## src/rtl/mau_pkg.sv

```systemverilog
package mau_pkg;

    localparam int DATA_W = 64;
    localparam int WIDTH_DEF = 64;
    localparam logic [DATA_W-1:0] MOD_RESET = 64'hFFFF_FFFF_FFFF_FFC5;
    localparam int NRES_LIMIT = 4096;
    localparam int NRES_W = 13;

    localparam logic [2:0] OP_ADD  = 3'd0;
    localparam logic [2:0] OP_SUB  = 3'd1;
    localparam logic [2:0] OP_MUL  = 3'd2;
    localparam logic [2:0] OP_DIV  = 3'd3;
    localparam logic [2:0] OP_POW  = 3'd4;
    localparam logic [2:0] OP_SQRT = 3'd5;

    localparam logic [1:0] ST_OK     = 2'd0;
    localparam logic [1:0] ST_NOINV  = 2'd1;
    localparam logic [1:0] ST_NONRES = 2'd2;

    typedef struct packed {
        logic [2:0]        op;
        logic [DATA_W-1:0] operand_a;
        logic [DATA_W-1:0] operand_b;
    } req_t;

    typedef struct packed {
        logic [DATA_W-1:0] result;
        logic [1:0]        status;
    } rsp_t;

    typedef enum logic [5:0] {
        S_IDLE,
        S_RED_A,
        S_RED_B,
        S_DISPATCH,
        S_MUL,
        S_FIN_MUL,
        S_FIN_POW,
        S_DIV_FIN,
        S_POW_SQ,
        S_POW_SQD,
        S_POW_MD,
        S_POW_STEP,
        S_INV_TEST,
        S_INV_DIV,
        S_INV_UPD,
        S_SQ_START,
        S_SQ_EULER,
        S_SQ_FACT,
        S_SQ_W,
        S_SQ_WCHK,
        S_SQ_WQ,
        S_SQ_R,
        S_SQ_AINV,
        S_SQ_RND,
        S_SQ_Y1,
        S_SQ_Y2,
        S_SQ_ORD,
        S_SQ_ORDM,
        S_SQ_B,
        S_SQ_BM,
        S_SQ_RM,
        S_DONE
    } state_t;

endpackage

```

## src/rtl/mau_modmul.sv

```systemverilog
module mau_modmul #(
    parameter int WIDTH = mau_pkg::WIDTH_DEF
) (
    input  logic             clk,
    input  logic             rst_n,
    input  logic             start,
    input  logic [WIDTH-1:0] x,
    input  logic [WIDTH-1:0] y,
    input  logic [WIDTH-1:0] m,
    output logic             done,
    output logic [WIDTH-1:0] p
);
    import mau_pkg::*;

    localparam int CW = $clog2(WIDTH + 1);

    logic             busy_reg, busy_next;
    logic             done_reg, done_next;
    logic [CW-1:0]    cnt_reg, cnt_next;
    logic [WIDTH-1:0] acc_reg, acc_next;
    logic [WIDTH-1:0] x_reg, x_next;
    logic [WIDTH-1:0] y_reg, y_next;
    logic [WIDTH-1:0] m_reg, m_next;
    logic [WIDTH-1:0] dbl;

    // (a + b) mod m for a, b < m
    function automatic logic [WIDTH-1:0] modadd(input logic [WIDTH-1:0] a,
                                                input logic [WIDTH-1:0] b,
                                                input logic [WIDTH-1:0] md);
        logic [WIDTH:0] s;
        logic [WIDTH:0] d;
        s = {1'b0, a} + {1'b0, b};
        d = s - {1'b0, md};
        return (s >= {1'b0, md}) ? d[WIDTH-1:0] : s[WIDTH-1:0];
    endfunction

    // MSB-first shift-and-add, one multiplier bit per cycle
    always_comb
    begin
        busy_next = busy_reg;
        done_next = 1'b0;
        cnt_next  = cnt_reg;
        acc_next  = acc_reg;
        x_next    = x_reg;
        y_next    = y_reg;
        m_next    = m_reg;
        dbl       = modadd(acc_reg, acc_reg, m_reg);
        if (start)
        begin
            busy_next = 1'b1;
            cnt_next  = CW'(WIDTH);
            acc_next  = '0;
            x_next    = x;
            y_next    = y;
            m_next    = m;
        end
        else if (busy_reg)
        begin
            acc_next = y_reg[WIDTH-1] ? modadd(dbl, x_reg, m_reg) : dbl;
            y_next   = y_reg << 1;
            cnt_next = cnt_reg - CW'(1);
            if (cnt_reg == CW'(1))
            begin
                busy_next = 1'b0;
                done_next = 1'b1;
            end
        end
    end

    always_ff @(posedge clk or negedge rst_n)
    begin
        if (!rst_n)
        begin
            busy_reg <= 1'b0;
            done_reg <= 1'b0;
            cnt_reg  <= '0;
        end
        else
        begin
            busy_reg <= busy_next;
            done_reg <= done_next;
            cnt_reg  <= cnt_next;
        end
    end

    always_ff @(posedge clk)
    begin
        acc_reg <= acc_next;
        x_reg   <= x_next;
        y_reg   <= y_next;
        m_reg   <= m_next;
    end

    assign done = done_reg;
    assign p    = acc_reg;

endmodule

```

## config.mk

```make
export PLATFORM = sky130hd
export DESIGN_NAME = mau_modmul
export DESIGN_NICKNAME = d
export VERILOG_FILES = /design/src/rtl/mau_pkg.sv /design/src/rtl/mau_modmul.sv
export SDC_FILE = /design/constraint.sdc
export NUM_CORES = 1
export LEC_CHECK = 0
export CAP_MARGIN = 20
export CORE_MARGIN = 3
export CORE_UTILIZATION = 60
export DETAILED_ROUTE_END_ITERATION = 16
export DONT_BUFFER_PORTS = 1
export PLACE_DENSITY_LB_ADDON = 0.08
export SLEW_MARGIN = 15
export SYNTH_ARGS = -nofsm -noshare
export SYNTH_HDL_FRONTEND = slang
export SYNTH_SLANG_ARGS = --single-unit
```

## constraint.sdc

```tcl
create_clock -name clk -period 13.65 [get_ports clk]
set_input_delay 0.6825 -clock clk [delete_from_list [all_inputs] [get_ports clk]]
set_output_delay 0.6825 -clock clk [all_outputs]
set_load 0.05 [all_outputs]
```

==> metrics.yaml, run 1 <==
synth_top_area_share_pct: 25.2
synth_edf_count: 192
syn_inst: 2649
fp-row-count: 70
synthFlopType: "edfxtp_1"
place_congestion: 1.03
reg2reg_to: "p[56]"
crit_path_end: "p[56]"
clk_pin_slew_ns: 0.07
firstDrtPassIters: 6
yosysMostFrequentCell: "a21oi_1"
max_freq_mhz: 90.9
fin_tns_setup_ns: 0
vias: 21300
fin_worst_skew_ns: 0.0364
ys_warn_count: 0
dieArea_um2: 40600
setup_viol: 0
port_buffers: 0
ios: 260
cp_num_cells: 36
grt_pass1_wl_um: 118000
num_antenna_cells: 0
arrival_ns: 11.47
netlist_area_um2: 22900
layout-drive-gt1-share_pct: 7.64
grt_overflow: 0
async_flop_share_pct: 3.40
outcome: "finished, final reports clean"
grt.total_usage_pct: 36.7
cts_buffer_depth: 3
drv_slew: 0
end_kind: "flop"
fillCellCount: 3251
maxCapViolCount: 0
initial_core_util_pct: 61.7
ctsRootBufferMaster: "clkbuf_16"
finalCritPeriodShare_pct: 80.6
routed_wl_um: 78200
crit_required_ns: 14.12
r2r_cells: 36
clk_latency_ns: 0.59
synth_area_leader_cell: "edfxtp_1"
fp.coreArea_um2: 37100
crit_start: "p[7]"
grtUsageMet3_pct: 7.78
final_hold_viol_count: 0
ys_seq_area_share_pct: 31.7
synth_area_leaders: "edfxtp_1, ha_1, a21oi_1"
via_per_inst: 6.90
nNetsFinal: 2960
area_growth_pct: 4.43
htree_levels: 1
regToRegSetupSlack_ns: 2.65
slowest_stage: "dfxtp_1"
clkSinkCount: 265
slew_headroom_pct: 24.8
critPathLaunchType: "flop"
yosysUniqueCellTypes: 92
max_stage_delay_ns: 0.76
drc: 0
use_met2_pct: 57.2
hpwlAfterDp_um: 60600
cts_buffers: 28
rsz0062_at_grt: "no"
syn_area_per_cell_um2: 8.65
crit_buf_inv: 3
met1_usage_pct: 49.4
busiest_layer: "met2"
ys_ff_latch: 265
drtAntennaViolNets: 0
hold_class: "input pin to flop"
critPathTopFamily: "compound AO/OA/AOI/OAI gates"
crit_fanout: 41
synth_common_cells: "a21oi_1, nand2_1, ha_1"
synth_nets: 3041
grt_max_degree: 245
die_w_um: 201
min_period_ns: 11.00
tritoncts: "done"
antenna_found_initial: 0
die_h_um: 201
tightest_slew_ns: 1.10
wl_per_cell_um: 25.3
regToRegStartpoint: "p[7]"
drt-initial-drc-count: 2291
path_class: "flop to flop"
grt_pass1_vias: 20000
## timing repair
action | CTS | global route
hold buffers | 1 | 0
buffers inserted | 0 | 0
endpoints found under the hold margin | 9 | 0
resized for setup | 0 | 0
## cell usage in the layout (no fill, tap or decap), types with 9 or more instances in the layout
master | Yosys | routed
a21oi_1 | 274 | 274
nand2_1 | 263 | 263
ha_1 | 194 | 194
edfxtp_1 | 192 | 192
nor2_1 | 177 | 175
o21ai_0 | 161 | 161
inv_1 | 130 | 129
xnor2_1 | 113 | 113
mux2_2 | 100 | 100
a21o_1 | 83 | 83
dfxtp_1 | 64 | 64
nand3_1 | 62 | 62
xor2_1 | 58 | 58
nand4_1 | 52 | 52
o21bai_1 | 41 | 41
a211oi_1 | 39 | 39
o211ai_1 | 38 | 38
nor3_1 | 38 | 38
o21ai_1 | 33 | 33
a31oi_1 | 28 | 28
clkbuf_16 | 0 | 28
o31ai_1 | 22 | 22
and3_1 | 22 | 22
nand2b_1 | 21 | 21
o21a_1 | 19 | 19
nor4_1 | 18 | 18
nor2b_1 | 17 | 17
and2_1 | 17 | 17
o22ai_1 | 17 | 17
buf_4 | 2 | 17
mux2i_1 | 16 | 16
a211o_1 | 12 | 12
or3_1 | 12 | 12
o32ai_1 | 11 | 11
and4_1 | 10 | 10
a2111oi_0 | 9 | 9
a21boi_0 | 9 | 9
a31o_2 | 9 | 9
dfrtp_1 | 9 | 9
## cell type report
cell class              count  area (um^2)  share of cell area (%)
inverters                 133          500                    2.09
well taps                 504          631                    2.64
clock inverters            17          116                   0.486
flip-flops and latches    265         7270                    30.4
clock buffers              35          737                    3.08
multi-input cells        2122        14500                    60.7
repair buffers             18          138                   0.575
## stage by stage
step	std cells	instance area, um^2	hold slack [ns]	worst slack, ns	utilization (%)
floorplan	2649	22900	0.387	5.80	-
global placement	3040	23100	0.388	3.23	62.1
detailed placement	3041	23100	0.388	3.00	62.1
CTS	3094	23900	0.163	2.94	64.4
global route	3094	23900	0.166	2.04	64.4
finish	3094	23900	0.182	2.65	64.4
## worst min-delay path by stage
stage	start	end	depth (start not counted)
floorplan	rst_n	busy_reg	0
global placement	rst_n	done	0
detailed placement	rst_n	done	0
CTS	m[47]	m_reg[47]	0
global route	m[44]	m_reg[44]	0
finish	m[44]	m_reg[44]	0
## kinds of logic (layout without fill, tap and decap cells)
logic type	count (synthesis)	after routing	synth area share, %
XOR/XNOR	171	171	6.54
AND/OR/NAND/NOR	739	739	15.2
adder cells (fa/ha/maj)	197	197	10.9
flip-flops	265	265	31.7
buffers and inverters	262	203	4.88
multiplexers	116	116	5.61
AO/OA/AOI/OAI	899	899	25.2
## per-layer routing
layer | wire, um | share of wire [%]
met2 | 34200 | 44
met4 | 4100 | 5.2
met3 | 8150 | 10
met1 | 31800 | 41
met5 | 0 | 0
Power of run 1 is left out: the tool's default activity adds up to more than one toggle a clock period on the data nets, which glitch-free logic cannot reach.
==> inputs of run 2 (changes only) <==
==> constraint.sdc (replaced) <==
create_clock -name clk -period 9.9 [get_ports clk]
set_input_delay 0.495 -clock clk [delete_from_list [all_inputs] [get_ports clk]]
set_output_delay 0.495 -clock clk [all_outputs]
set_load 0.05 [all_outputs]
==> run 2 against run 1 <==
  * Sequential share of layout area shrank 2.5 points
  * First-iteration DRC count grew 19%
  * Register-to-register slack lost 2.3 ns
  * Wire length grew 9.8%
  * Cell area grew 9.0%
  * Critical path depth shrank 3
  * Worst setup slack lost 2.3 ns
  * Hold slack lost 0.16 ns
  * Count of clock-buffer cells in the layout grew 1
  * Maximum frequency grew 15%
  * Critical path type unchanged
  * Highest routed layer is now met5
==> metrics.yaml, run 2 (synthesized netlist as in run 1, its figures left out) <==
outcome: "finished, final reports clean"
routed_wl_um: 85900  # +9.8%
clkSinkCount: 265  # unchanged
hold_class: "input pin to flop"
fp.coreArea_um2: 37100  # unchanged
cts_setup_buffers: 0  # unchanged
hpwlAfterDp_um: 63200  # +4.3%
setup_viol: 0  # unchanged
maxCapViolCount: 0  # unchanged
final_common_cell: "a21oi_1"
antenna_found_initial: 2  # +2
firstDrtPassIters: 6  # unchanged
use_met2_pct: 62.8  # +5.6 points
tritoncts: "done"
layout-drive-gt1-share_pct: 10.6  # +3.0 points
grt_max_degree: 233  # -4.9%
fillCellCount: 2870  # -12%
grt_pass1_vias: 21800  # +9.4%
num_antenna_cells: 0  # unchanged
dieArea_um2: 40600  # unchanged
cts_buffer_depth: 3  # unchanged
slowest_stage: "nor4_2"
drtAntennaViolNets: 0  # unchanged
drt-initial-drc-count: 2719  # +19%
grtUsageMet3_pct: 9.40  # +1.6 points
grt_overflow: 0  # unchanged
placed_cell_area_um2: 23800  # +3.0%
max_freq_mhz: 104  # +15%
mostFrequentLayoutCells: "a21oi_1, nand2_1, ha_1, edfxtp_1, nor2_1"
end_kind: "flop"
crit_fanout: 50  # +22%
busiest_layer: "met2"
nNetsFinal: 3177  # +7.3%
ctsRootBufferMaster: "clkbuf_16"
final_cell_area_um2: 26100  # +9.0%
cts_buffers: 29  # +3.6%
grt.total_usage_pct: 40.3  # +3.6 points
fin_ws_ns: 0.315  # -2.34 ns
clk_latency_ns: 0.61  # +0.02 ns
grt_pass1_wl_um: 129000  # +9.1%
die_w_um: 201  # unchanged
met1_usage_pct: 51.5  # +2.1 points
critPathLaunchType: "flop"
via_per_inst: 6.89  # -0.16%
fin_worst_skew_ns: 0.0109  # -0.0256 ns
drv_slew: 0  # unchanged
finalCritPeriodShare_pct: 96.8  # +16 points
ios: 260  # unchanged
clk_pin_slew_ns: 0.07  # about the same
die_h_um: 201  # unchanged
max_stage_delay_ns: 0.53  # -0.23 ns
drc: 0  # unchanged
fin_hold_ws_ns: 0.0214  # -0.160 ns
min_period_ns: 9.58  # -1.41 ns
initial_core_util_pct: 61.7  # unchanged
wl_per_cell_um: 26.0  # +2.6%
fp-row-count: 70  # unchanged
dp_slack_ns: 0.168  # -2.83 ns
tightest_slew_ns: 1.09  # -0.00529 ns
slew_headroom_pct: 26.8  # +2.0 points
area_growth_pct: 13.8
place_congestion: 1.07  # +4.6%
arrival_ns: 10.07  # -1.40 ns
htree_levels: 1  # unchanged
port_buffers: 0  # unchanged
crit_required_ns: 10.39  # -3.73 ns
vias: 22800  # +6.8%
final_hold_viol_count: 0  # unchanged
path_class: "flop to flop"
-- run 2: final cells by class --
cell class                      count  area (um^2)  share of cell area, %
Tap cell                          504          631                   2.42
Clock buffer                       36          762                   2.92
Clock inverter                     17          210                  0.806
Timing Repair Buffer              234         2120                   8.14
Inverter                          133          500                   1.92
Sequential cell                   265         7280                   27.9
Multi-Input combinational cell   2122        14600                   55.9
-- run 2: path summary, 6_finish.rpt --
| kind | slack (ns) | start | cells after the start | endpoint |
|---|---|---|---|---|
| hold / removal | 0.02 | start | 1 | p[20] |
| hold reg to reg | 0.56 | y_reg[17] | 1 | y_reg[18] |
| setup / recovery | 0.32 | m_reg[0] | 33 | p[25] |
| setup reg to reg | 0.32 | m_reg[0] | 33 | p[25] |
| max in group asynchronous | 9.31 | rst_n | 1 | cnt_reg[6] |
| min in group asynchronous | 0.27 | rst_n | 1 | cnt_reg[1] |
-- run 2: what timing repair did --
action | CTS | global route
hold buffers | 130 | 0
endpoints found under the hold margin | 150 | 0
endpoints found under the setup margin | 0 | 64
resized for setup | 0 | 15
-- run 2: layer usage --
metal / vias to the layer above / part of all wire [%]
li1: 10200 / -
met1: 10800 / 38
met2: 1495 / 44
met3: 331 / 11
met4: 4 / 7.0
met5: - / 0.035
-- run 2: worst max-delay path: cells and delay by family, from the launching register on --
kind	cells	cell delay (ns)
simple gates	6	1.14
mux	1	0.27
buf+inv	4	0.77
compound gates	17	4.90
fa+ha+maj	3	1.25
flops	1	0.40
xor+xnor	2	0.66
-- run 2: per-stage QoR --
step / cells / utilization [%] / setup TNS, ns
3_3_place_gp: 3128 / 64.0 / 0
2_1_floorplan: 2649 / - / 0
3_5_place_dp: 3128 / 64.0 / 0
4_1_cts: 3311 / 70.1 / 0
6_report: 3311 / 70.2 / 0
5_1_grt: 3311 / 70.2 / -0.241
Power of run 2 is left out for the same reason.
